## config.mk

```make
export PLATFORM = sky130hd
export DESIGN_NAME = fit_policy_partition_allocator
export DESIGN_NICKNAME = d
export VERILOG_FILES = /design/src/rtl/fpa_pkg.sv /design/src/rtl/fit_policy_partition_allocator.sv /design/src/rtl/fpa_cell.sv
export VERILOG_INCLUDE_DIRS = /design/src /design/src/rtl
export SDC_FILE = /design/constraint.sdc
export NUM_CORES = 2
export LEC_CHECK = 0
export ABC_AREA = 1
export BUFFER_PORTS_ARGS = -buffer_cell sky130_fd_sc_hd__buf_2
export CAP_MARGIN = 25
export CORE_MARGIN = 1.5
export CORE_UTILIZATION = 34
export CTS_CLUSTER_SIZE = 12
export DETAILED_ROUTE_END_ITERATION = 10
export HOLD_SLACK_MARGIN = 0.02
export PLACE_DENSITY = 0.49
export SETUP_SLACK_MARGIN = 0.1
export SYNTH_ARGS = -nofsm -noshare
export SYNTH_HDL_FRONTEND = slang
export SYNTH_SLANG_ARGS = --single-unit
```

## constraint.sdc

```tcl
create_clock -name clock -period 2.96 [get_ports clock]
set_clock_uncertainty 0.15 [all_clocks]
set_input_delay 0 -clock clock [delete_from_list [all_inputs] [get_ports clock]]
set_output_delay 0 -clock clock [all_outputs]
set_load 0.01 [all_outputs]
```

## src/rtl/fit_policy_partition_allocator_assert.svh

```systemverilog
// assertion helpers shared by the allocator rtl
`ifndef FIT_POLICY_PARTITION_ALLOCATOR_ASSERT_SVH
`define FIT_POLICY_PARTITION_ALLOCATOR_ASSERT_SVH

// same-cycle implication
`define FPA_ASSERT_NOW(label, clk, rst, ante, cons) \
   label: assert property (@(posedge clk) disable iff (rst) (ante) |-> (cons)) \
      else $error("fpa assertion failed");

// next-cycle implication
`define FPA_ASSERT_NEXT(label, clk, rst, ante, cons) \
   label: assert property (@(posedge clk) disable iff (rst) (ante) |=> (cons)) \
      else $error("fpa assertion failed");

`endif

```

## src/rtl/fpa_pkg.sv

```systemverilog
package fpa_pkg;

   localparam int FPA_PART_W     = 4;
   localparam int FPA_SIZE_W     = 16;
   localparam int FPA_MODE_W     = 2;
   localparam int FPA_PARTS_W    = 5;
   localparam int FPA_CSR_DATA_W = 5;
   localparam int FPA_CSR_IDX_W  = 1;

   localparam logic FPA_FUNC_LOAD  = 1'b0;
   localparam logic FPA_FUNC_ALLOC = 1'b1;

   localparam logic [FPA_MODE_W-1:0] FPA_MODE_FIRST = 2'd0;
   localparam logic [FPA_MODE_W-1:0] FPA_MODE_BEST  = 2'd1;
   localparam logic [FPA_MODE_W-1:0] FPA_MODE_WORST = 2'd2;

   localparam logic [FPA_CSR_IDX_W-1:0] FPA_CSR_FIT_MODE     = 1'd0;
   localparam logic [FPA_CSR_IDX_W-1:0] FPA_CSR_PARTS_IN_USE = 1'd1;

   typedef struct packed {
      logic                  func;
      logic [FPA_PART_W-1:0] part_index;
      logic [FPA_SIZE_W-1:0] req_size;
   } fpa_req_type;

   typedef struct packed {
      logic                  granted;
      logic [FPA_PART_W-1:0] chosen_part;
      logic [FPA_SIZE_W-1:0] space_left;
   } fpa_rsp_type;

   // search token control bits handed from cell to cell
   typedef struct packed {
      logic valid;
      logic found;
   } fpa_tok_ctl_type;

   typedef enum logic [1:0] {
      FPA_IDLE,
      FPA_SEARCH,
      FPA_HOLD
   } fpa_state_type;

endpackage

```

## src/rtl/fit_policy_partition_allocator.sv

```systemverilog
// Partition allocator with first, best and worst fit. A load transaction
// writes one partition's free size and returns nothing.
// A request transaction sends a search token down a chain of NUM_PARTS
// cells, one cell per cycle, each cell holding one partition's free size;
// at the chain's end the result is held in the HOLD state and is offered
// once the response register is free, and the next transaction is taken
// in that same cycle. Only partitions below parts_in_use take part in the
// search. Configuration is read live by the cells during a search.
module fit_policy_partition_allocator #(
   parameter int NUM_PARTS = 16,
   parameter int SIZE_BITS = 16
) (
   input  logic                                  clock,
   input  logic                                  reset,
   input  logic                                  req_valid,
   output logic                                  req_ready,
   input  fpa_pkg::fpa_req_type                  req_data,
   output logic                                  rsp_valid,
   input  logic                                  rsp_ready,
   output fpa_pkg::fpa_rsp_type                  rsp_data,
   input  logic                                  csr_write_en,
   input  logic [fpa_pkg::FPA_CSR_IDX_W-1:0]     csr_index,
   input  logic [fpa_pkg::FPA_CSR_DATA_W-1:0]    csr_wdata
);
   import fpa_pkg::*;

   localparam int IDX_BITS  = (NUM_PARTS > 1) ? $clog2(NUM_PARTS) : 1;
   localparam int CNT_RAW   = $clog2(NUM_PARTS + 1);
   localparam int CNT_BITS  = (CNT_RAW > FPA_PARTS_W) ? CNT_RAW : FPA_PARTS_W;

   fpa_state_type              state_ff, state_in;
   logic [FPA_MODE_W-1:0]      fit_mode_ff;
   logic [FPA_PARTS_W-1:0]     parts_in_use_ff;
   logic                       rsp_valid_ff, rsp_valid_in;
   fpa_rsp_type                rsp_data_ff, rsp_data_in;
   fpa_rsp_type                hold_ff, hold_in;

   fpa_tok_ctl_type            tok_ctl  [0:NUM_PARTS];
   logic [IDX_BITS-1:0]        tok_idx  [0:NUM_PARTS];
   logic [SIZE_BITS-1:0]       tok_best [0:NUM_PARTS];
   logic [SIZE_BITS-1:0]       tok_need [0:NUM_PARTS];
   logic [NUM_PARTS-1:0]       chain_valid;

   logic                       req_fire;
   logic                       load_hit;
   logic                       tok_exit;
   logic [SIZE_BITS-1:0]       remaining;
   fpa_rsp_type                exit_rsp;
   logic                       wr_en;
   logic [IDX_BITS-1:0]        wr_idx;
   logic [SIZE_BITS-1:0]       wr_data;

   assign req_ready = (state_ff == FPA_IDLE);
   assign req_fire  = req_valid && req_ready;
   assign load_hit  = req_fire && (req_data.func == FPA_FUNC_LOAD) &&
                      (int'(req_data.part_index) < NUM_PARTS);

   // token enters the head of the chain on an allocation request
   assign tok_ctl[0].valid = req_fire && (req_data.func == FPA_FUNC_ALLOC);
   assign tok_ctl[0].found = 1'b0;
   assign tok_idx[0]       = '0;
   assign tok_best[0]      = '0;
   assign tok_need[0]      = SIZE_BITS'(req_data.req_size);

   for (genvar i = 0; i < NUM_PARTS; i++) begin : g_cell
      logic cell_active;
      assign cell_active    = CNT_BITS'(i) < CNT_BITS'(parts_in_use_ff);
      assign chain_valid[i] = tok_ctl[i+1].valid;

      fpa_cell #(
         .SIZE_BITS (SIZE_BITS),
         .IDX_BITS  (IDX_BITS),
         .CELL_IDX  (i)
      ) u_cell (
         .clock        (clock),
         .reset        (reset),
         .fit_mode     (fit_mode_ff),
         .active       (cell_active),
         .wr_en        (wr_en),
         .wr_idx       (wr_idx),
         .wr_data      (wr_data),
         .tok_ctl_in   (tok_ctl[i]),
         .tok_idx_in   (tok_idx[i]),
         .tok_best_in  (tok_best[i]),
         .tok_need_in  (tok_need[i]),
         .tok_ctl_out  (tok_ctl[i+1]),
         .tok_idx_out  (tok_idx[i+1]),
         .tok_best_out (tok_best[i+1]),
         .tok_need_out (tok_need[i+1])
      );
   end

   assign tok_exit  = tok_ctl[NUM_PARTS].valid;
   assign remaining = tok_best[NUM_PARTS] - tok_need[NUM_PARTS];

   always_comb begin
      exit_rsp = '0;
      if (tok_ctl[NUM_PARTS].found) begin
         exit_rsp.granted     = 1'b1;
         exit_rsp.chosen_part = FPA_PART_W'(tok_idx[NUM_PARTS]);
         exit_rsp.space_left  = FPA_SIZE_W'(remaining);
      end
   end

   // loads only happen in idle, commits only at token exit
   always_comb begin
      if (tok_exit) begin
         wr_en   = tok_ctl[NUM_PARTS].found;
         wr_idx  = tok_idx[NUM_PARTS];
         wr_data = remaining;
      end else begin
         wr_en   = load_hit;
         wr_idx  = IDX_BITS'(req_data.part_index);
         wr_data = SIZE_BITS'(req_data.req_size);
      end
   end

   always_ff @(posedge clock) begin
      if (reset) begin
         fit_mode_ff     <= FPA_MODE_FIRST;
         parts_in_use_ff <= '0;
      end else if (csr_write_en) begin
         unique case (csr_index)
            FPA_CSR_FIT_MODE:     fit_mode_ff     <= csr_wdata[FPA_MODE_W-1:0];
            FPA_CSR_PARTS_IN_USE: parts_in_use_ff <= csr_wdata[FPA_PARTS_W-1:0];
            default: ;
         endcase
      end
   end

   always_ff @(posedge clock) begin
      if (reset) begin
         state_ff     <= FPA_IDLE;
         rsp_valid_ff <= 1'b0;
      end else begin
         state_ff     <= state_in;
         rsp_valid_ff <= rsp_valid_in;
      end
   end

   always_ff @(posedge clock) begin
      rsp_data_ff <= rsp_data_in;
      hold_ff     <= hold_in;
   end

   always_comb begin
      state_in     = state_ff;
      hold_in      = hold_ff;
      rsp_data_in  = rsp_data_ff;
      rsp_valid_in = rsp_valid_ff && !rsp_ready;
      unique case (state_ff)
         FPA_IDLE: begin
            if (tok_ctl[0].valid) begin
               state_in = FPA_SEARCH;
            end
         end
         FPA_SEARCH: begin
            if (tok_exit) begin
               hold_in  = exit_rsp;
               state_in = FPA_HOLD;
            end
         end
         FPA_HOLD: begin
            if (!rsp_valid_ff || rsp_ready) begin
               rsp_data_in  = hold_ff;
               rsp_valid_in = 1'b1;
               state_in     = FPA_IDLE;
            end
         end
         default: state_in = FPA_IDLE;
      endcase
   end

   assign rsp_valid = rsp_valid_ff;
   assign rsp_data  = rsp_data_ff;

`include "fit_policy_partition_allocator_assert.svh"

   // exactly one token in flight while searching, none otherwise
   `FPA_ASSERT_NOW(a_one_token, clock, reset, state_ff == FPA_SEARCH,
      $onehot(chain_valid))
   `FPA_ASSERT_NOW(a_no_token, clock, reset, state_ff != FPA_SEARCH, chain_valid == '0)
   `FPA_ASSERT_NEXT(a_alloc_starts, clock, reset, tok_ctl[0].valid, state_ff == FPA_SEARCH)
   `FPA_ASSERT_NOW(a_wait_zero, clock, reset, rsp_valid_ff && !rsp_data_ff.granted,
      rsp_data_ff.chosen_part == '0 && rsp_data_ff.space_left == '0)

endmodule

```

## src/rtl/fpa_cell.sv

```systemverilog
module fpa_cell #(
   parameter int SIZE_BITS = 16,
   parameter int IDX_BITS  = 4,
   parameter int CELL_IDX  = 0
) (
   input  logic                            clock,
   input  logic                            reset,
   input  logic [fpa_pkg::FPA_MODE_W-1:0]  fit_mode,
   input  logic                            active,
   input  logic                            wr_en,
   input  logic [IDX_BITS-1:0]             wr_idx,
   input  logic [SIZE_BITS-1:0]            wr_data,
   input  fpa_pkg::fpa_tok_ctl_type        tok_ctl_in,
   input  logic [IDX_BITS-1:0]             tok_idx_in,
   input  logic [SIZE_BITS-1:0]            tok_best_in,
   input  logic [SIZE_BITS-1:0]            tok_need_in,
   output fpa_pkg::fpa_tok_ctl_type        tok_ctl_out,
   output logic [IDX_BITS-1:0]             tok_idx_out,
   output logic [SIZE_BITS-1:0]            tok_best_out,
   output logic [SIZE_BITS-1:0]            tok_need_out
);
   import fpa_pkg::*;

   logic [SIZE_BITS-1:0] free_size_ff;
   fpa_tok_ctl_type      tok_ctl_ff, tok_ctl_in_q;
   logic [IDX_BITS-1:0]  tok_idx_ff, tok_idx_in_q;
   logic [SIZE_BITS-1:0] tok_best_ff, tok_best_in_q;
   logic [SIZE_BITS-1:0] tok_need_ff;
   logic                 fits;
   logic                 take;

   always_comb begin
      fits = tok_ctl_in.valid && active && (free_size_ff >= tok_need_in);
      take = 1'b0;
      if (fits) begin
         if (!tok_ctl_in.found) begin
            take = 1'b1;
         end else if (fit_mode == FPA_MODE_BEST) begin
            take = free_size_ff < tok_best_in;
         end else if (fit_mode == FPA_MODE_WORST) begin
            take = free_size_ff > tok_best_in;
         end
      end
      tok_ctl_in_q.valid = tok_ctl_in.valid;
      tok_ctl_in_q.found = tok_ctl_in.found || fits;
      tok_idx_in_q       = take ? IDX_BITS'(CELL_IDX) : tok_idx_in;
      tok_best_in_q      = take ? free_size_ff : tok_best_in;
   end

   always_ff @(posedge clock) begin
      if (reset) begin
         free_size_ff <= '0;
         tok_ctl_ff   <= '0;
      end else begin
         if (wr_en && (wr_idx == IDX_BITS'(CELL_IDX))) begin
            free_size_ff <= wr_data;
         end
         tok_ctl_ff <= tok_ctl_in_q;
      end
   end

   always_ff @(posedge clock) begin
      tok_idx_ff  <= tok_idx_in_q;
      tok_best_ff <= tok_best_in_q;
      tok_need_ff <= tok_need_in;
   end

   assign tok_ctl_out  = tok_ctl_ff;
   assign tok_idx_out  = tok_idx_ff;
   assign tok_best_out = tok_best_ff;
   assign tok_need_out = tok_need_ff;

endmodule
```

Word-level counts from Yosys, hierarchy flattened --
Index checks and enable logic that the tools add are counted.
Word-level totals: bits in registers 912, output and inout bits 23, bits in writable memories 0, memories kept 0, bits of input ports 32, ROM bits 0, bits in latches 0, logic and storage cells 356
Operators by class: $lt $le $gt $ge 62, equal/unequal tests 22, div/mod/pow operators 0, $add $sub $neg 1, $mul 0, shifts and indexed selects 0, reduce and logical (&&, ||, !) cells 77, bitwise gates (word level) 2, mux-type cells 87
Operators with widths (number):
- >= comparator 16 bit | 16
- two-way mux 16 bit | 16
- > comparator 16 bit | 15
- less-than comparator 16 bit | 15
- two-way mux 1 bit | 65
- logical AND 1 bit | 52
- less-than comparator 4 x 5 -> 1 bit, first input constant | 8
- == test 4 bit, second input constant | 8
- two-way mux 21 bit | 1
- less-than comparator 3 x 5 -> 1 bit, first input constant | 4
- == test 4 x 3 -> 1 bit, second input constant | 4
- logical OR 1 bit | 16
- subtractor 16 bit | 1
- less-than comparator 1 x 5 -> 1 bit, first input constant | 2
- less-than comparator 2 x 5 -> 1 bit, first input constant | 2
- == test 4 x 2 -> 1 bit, second input constant | 2
- AND reduction 2 bit | 4
- two-way mux 2 bit | 3
- case mux 2 bit (3 select lines) | 1
- == test 2 x 1 -> 1 bit, second input constant | 2
- == test 2 bit, second input constant | 2
- == test 4 x 1 -> 1 bit, second input constant | 1
- zero test 4 bit | 1
- two-way mux 4 bit | 1
- other kinds (6) | 9

Longest topological paths before layout --
word-level depth 6, gate-level depth with buffers 17, mapped depth without buffers 16

Cells and area by module --
Synthesis repeated with hierarchy kept, for this count alone.
Unflattened totals: cell total of the unflattened synthesis 5620, area, all modules 44529.0 sq um
By module, submodules not included:
- fpa_cell (g_cell[10].u_cell ...) | area an instance 2582.5 sq um, times used 4, cells an instance 328, seq. area each 1081.0 sq um
- fpa_cell (g_cell[1].u_cell ...) | area an instance 2587.5 sq um, times used 3, cells an instance 327, seq. area each 1081.0 sq um
- fpa_cell (g_cell[11].u_cell ...) | area an instance 2587.5 sq um, times used 2, cells an instance 324, seq. area each 1081.0 sq um
- fpa_cell (g_cell[13].u_cell ...) | area an instance 2587.5 sq um, times used 2, cells an instance 323, seq. area each 1081.0 sq um
- fit_policy_partition_allocator | area an instance 3095.5 sq um, times used 1, cells an instance 406, seq. area each 1461.4 sq um
- fpa_cell (g_cell[0].u_cell) | area an instance 2656.3 sq um, times used 1, cells an instance 325, seq. area each 1081.0 sq um
- fpa_cell (g_cell[2].u_cell) | area an instance 2618.8 sq um, times used 1, cells an instance 327, seq. area each 1081.0 sq um
- fpa_cell (g_cell[3].u_cell) | area an instance 2580.0 sq um, times used 1, cells an instance 326, seq. area each 1081.0 sq um
- fpa_cell (g_cell[15].u_cell) | area an instance 2573.7 sq um, times used 1, cells an instance 325, seq. area each 1081.0 sq um
- fpa_cell (g_cell[12].u_cell) | area an instance 2562.5 sq um, times used 1, cells an instance 324, seq. area each 1081.0 sq um

Worst setup path after synthesis --
Ideal clock, no wire load.
kind flip-flop to flip-flop, from reg rsp_valid_ff, in the netlist rsp_valid, to reg rsp_data_ff, in the netlist rsp_data[0], enable pin, required time 2.385 ns, period minus slack after synthesis 2.468 ns, stages on the path, launching flop included 4, slack 0.492 ns, setup time 0.425 ns, buffers on the path 0, arrival 1.893 ns, path through dfxtp_1 > inv_1 > nor2_1 > nor3_1
Between the ends: cells in the longest elaborated chain, start to end 3
RTL lines:
- from (decl) | RTL line fit_policy_partition_allocator.sv:34 | logic rsp_valid_ff, rsp_valid_in;
- from (signal assigned) | RTL line fit_policy_partition_allocator.sv:137 | rsp_valid_ff <= rsp_valid_in;
- zero test 1 bit | RTL line fit_policy_partition_allocator.sv:164 | if (!rsp_valid_ff || rsp_ready) begin
- logical OR 1 bit | RTL line fit_policy_partition_allocator.sv:164
- AND reduction 2 bit (no source line)
- to (signal assigned) | RTL line fit_policy_partition_allocator.sv:142 | rsp_data_ff <= rsp_data_in;
- to (decl) | RTL line fit_policy_partition_allocator.sv:35 | fpa_rsp_type rsp_data_ff, rsp_data_in;
Every way passes these cells. A chain may end at the register's enable or synchronous reset.

Final worst setup path --
from reg g_cell[15].u_cell.tok_ctl_ff, in the netlist g_cell[15].u_cell.tok_ctl_out[1], to reg g_cell[4].u_cell.free_size_ff[9]
Between the ends: cells in the longest elaborated chain, start to end 3, elaborated cells on any way between the ends 5, classes of those cells eq/ne: 1; mux: 3; reduce/logical: 1
RTL lines:
- from (decl) | RTL line fpa_cell.sv:25 | fpa_tok_ctl_type tok_ctl_ff, tok_ctl_in_q;
- from (signal assigned) | RTL line fpa_cell.sv:58 | tok_ctl_ff <= tok_ctl_in_q;
- two-way mux 4 bit | RTL line fit_policy_partition_allocator.sv:107 | if (tok_exit) begin
- == test 4 x 3 -> 1 bit | RTL line fpa_cell.sv:55 | if (wr_en && (wr_idx == IDX_BITS'(CELL_IDX))) begin
- logical AND 1 bit | RTL line fpa_cell.sv:55
- to (signal assigned) | RTL line fpa_cell.sv:56 | free_size_ff <= wr_data;
- to (decl) | RTL line fpa_cell.sv:24 | logic [SIZE_BITS-1:0] free_size_ff;
Several ways; a longest one is shown, not always the timed one.

==> summary.md <==
| Metric | Value |
|---|---|
| Synth area leaders | `dfxtp_1 40%, ha_1 15%, nand2_1 12%, inv_1 8.4%, nand3_1 5.5%` |
| Synthesis Warnings | `0` |
| Post-synth EDFFs | `42` |
| Ys flop type | `dfxtp_1` |
| Slew HR | `37.1%` |
| Crit path time final | `2680 ps` |
| Pwr dens | `547 nW/um^2` |
| Pre-antenna DRT Iters | `6` |
| Synth area leader | `dfxtp_1` |
| Worst-Margin Slew | `944 ps` |
| Critical Path Source | `g_cell[15].u_cell.tok_ctl_out[1]` |
| Ports | `55` |
| Post-detailed-placement half-perimeter wirelength | `98700 um` |
| Worst Path Required | `3370 ps` |
| Largest net degree at the start of global routing | `146` |
| CTS max path bufs | `3` |
| Critical path arrival | `3090 ps` |
| CTS sink count | `901` |
| Post-route DRC | `0` |
| Drt wl/cell | `17.8 um` |
| FF-to-FF path depth | `10` |
| Setup violations, final | `0` |
| Antenna violations before repair | `7` |
| Critical path destination | `g_cell[4].u_cell.free_size_ff[9]` |
| H-tree levels | `3` |
| Synth async-reset ratio | `0%` |
| IO buf count | `54` |
| TritonCTS clock tree | `done` |
| Hold Path Class | `input pin to flop` |
| First-pass GRT wire length | `202000 um` |
| Vias/cell | `4.64` |
| RePlAce Congestion | `0.850` |
| Lkg Pwr | `0.0252 uW` |
| Tot GR Track Use | `21.0%` |
| Critical Path Source Type | `flop` |
| Final core occ | `39.8%` |
| Fill cells | `12800` |
| Die H | `357 um` |
| Worst-skew pair later-pin latency | `690 ps` |
| Unrepaired setup endpoints after global routing | `no` |
| Final #Nets | `6314` |
| Vias | `34800` |
| Syn Area/Cell | `7.65 sq um` |
| Unique masters post-synth | `42` |
| Min-Delay Path Depth | `3` |
| RR Startpoint | `g_cell[15].u_cell.tok_ctl_out[1]` |
| Layout cells sized above 1 | `7.05%` |
| Vias in the first global route | `33200` |
| Initial DRC Count | `2498` |
| Core Region | `124000 sq um` |
| Run status | `completed` |
| Fin. max-slew vios | `0` |
| Crit share post-route | `90.5%` |
| Area Growth Syn to Fin | `16.0%` |
| Top cells by count, synth | `1327 x nand2_1, 948 x inv_1, 859 x dfxtp_1, 580 x nor2_1, 511 x ha_1` |
| Max_cap viols | `0` |
| Starting density of the core | `34.3%` |
| FF+latch count, synth | `901` |
| Fin Setup TNS | `0 ps` |
| Worst Path Max Fanout | `12` |
| Die width | `357 um` |
| Area fraction of the dominant cell type after synthesis | `40.4%` |
| Post-DRT Antenna Nets | `0` |
| Top-count cell post-synth | `nand2_1` |
| Net count after synthesis | `6111` |
| Fin. Hold Viols | `0` |
| CTS clk-pin slew, worst paths | `60 ps` |
| CP endpoint kind | `flop` |
| TritonCTS Buffers | `101` |
| Final setup margin | `281 ps` |
| R2R setup slack | `280 ps` |
| Synthesized instance count | `5567` |
| Mapped Area | `42600 sq um` |
| Total gr overflow | `0` |
| Die ar. | `127000 sq um` |
| Sequential-to-total area share from yosys stat | `43.4%` |
| Kind of critical path | `flop to flop` |
| Peak supply drop | `0.397 mV` |
| Drt total wl | `134000 um` |
| Rows | `129` |
| F_max | `373 MHz` |
| DP Worst Slack | `311 ps` |
| RR Endpoint | `g_cell[4].u_cell.free_size_ff[9]` |
| Clock root cell | `clkbuf_16` |
## cell families (layout without fill, tap and decap cells)
logic type,after synthesis,count (layout),share of synthesized area (%)
AO/OA/AOI/OAI,560,560,7.04
adder cells (fa/ha/maj),512,512,15.1
flip-flops,901,901,43.4
AND/OR/NAND/NOR,2468,2468,24.0
buffers and inverters,1120,1411,10.4
other,0,1,0
XOR/XNOR,6,6,0.123
## what timing repair did
action / 4_1_cts / 5_1_grt
buffers inserted: 0 / 5
gates resized for setup: 0 / 1
hold buffers: 60 / 0
endpoints found under the hold margin: 283 / 0
setup endpoints to repair: 0 / 7
## cells in the final DEF (no fill, tap or decap), drive strengths merged
| cell | n |
|---|---|
| clkinv | 40 |
| nor3b | 1 |
| a21o | 16 |
| a21oi | 317 |
| a211oi | 1 |
| buf | 185 |
| fa | 1 |
| and2 | 2 |
| a21boi | 11 |
| dlygate4sd3 | 60 |
| o211ai | 18 |
| o21bai | 1 |
| nand3b | 4 |
| ha | 511 |
| clkinvlp | 3 |
| nand3 | 471 |
| or2 | 6 |
| dfxtp | 859 |
| bufinv | 7 |
| nand4 | 33 |
| edfxtp | 42 |
| nand2b | 1 |
| nor2 | 597 |
| o21ai | 179 |
| inv | 969 |
| a31oi | 1 |
| nand2 | 1330 |
| diode | 1 |
| o21a | 16 |
| clkbuf | 147 |
| nor3 | 23 |
| xor2 | 6 |
## report_power, final
group          leakage [uW]  internal [uW]  switching (uW)
Sequential          0.00740          12400             208
Clock               0.00172           7700            5300
Combinational        0.0160            459             923
Total                0.0252          20600            6430
## worst min-delay path by stage
| stage | startpoint | slack (ps) | end |
|---|---|---|---|
| 2_1_floorplan | req_data[0] | -120 | g_cell[0].u_cell.tok_need_out[0] |
| 3_3_place_gp | req_data[3] | -20 | g_cell[0].u_cell.tok_need_out[3] |
| 3_5_place_dp | req_data[3] | -20 | g_cell[0].u_cell.tok_need_out[3] |
| 4_1_cts | reset | 60 | g_cell[3].u_cell.free_size_ff[1] |
| 5_1_grt | reset | 100 | g_cell[3].u_cell.free_size_ff[1] |
| 6_report | reset | 120 | g_cell[3].u_cell.free_size_ff[1] |
## final cells by class
class / count / area, sq um / share of cell area [%]
clock buffers: 146 / 3020 / 6.12
repair buffers: 246 / 2040 / 4.12
flip-flops and latches: 901 / 18500 / 37.4
diodes: 1 / 2.50 / 0.00507
inverters: 974 / 3660 / 7.41
well taps: 1637 / 2050 / 4.15
clock inverters: 45 / 432 / 0.874
multi-input cells: 3546 / 19700 / 39.9
## stage by stage
stage | instances | hold WS, ps | instance area (sq um) | power (uW)
2_1_floorplan | 5567 | -122 | 42600 | 13600
3_3_place_gp | 7239 | -15.9 | 45300 | 14200
3_5_place_dp | 7239 | -23.2 | 45300 | 14200
4_1_cts | 7490 | 62.5 | 49300 | 27300
5_1_grt | 7495 | 102 | 49400 | 28000
6_report | 7496 | 119 | 49400 | 27000
## registers in the layout, summed over array words and instances, names as in the netlist, 5 cells and up
| signal | flops |
|---|---|
| g_cell.u_cell.free_size_ff | 256 |
| g_cell.u_cell.tok_best_out | 256 |
| g_cell.u_cell.tok_need_out | 256 |
| g_cell.u_cell.tok_idx_out | 49 |
| g_cell.u_cell.tok_ctl_out | 32 |
| hold_ff | 21 |
| rsp_data | 21 |
| parts_in_use_ff | 5 |
## critical path, stage by stage (launching register included)
cell and delay, ps:
dfxtp_1 310, buf_4 190, inv_4 100, or2_1 230, o21ai_2 160, nand3_4 260
nor2_4 160, dlygate4sd3_1 580, inv_1 150, o21ai_0 230, inv_1 50
## per-layer routing
layer	vias to the layer above	track usage [%]	wire length, um
li1	17900	-	-
met1	16000	28.8	62900
met2	704	34.1	60600
met3	185	2.95	6360
met4	0	6.04	3720
met5	-	0	0
No activity file was read; power rests on OpenSTA's default activity.
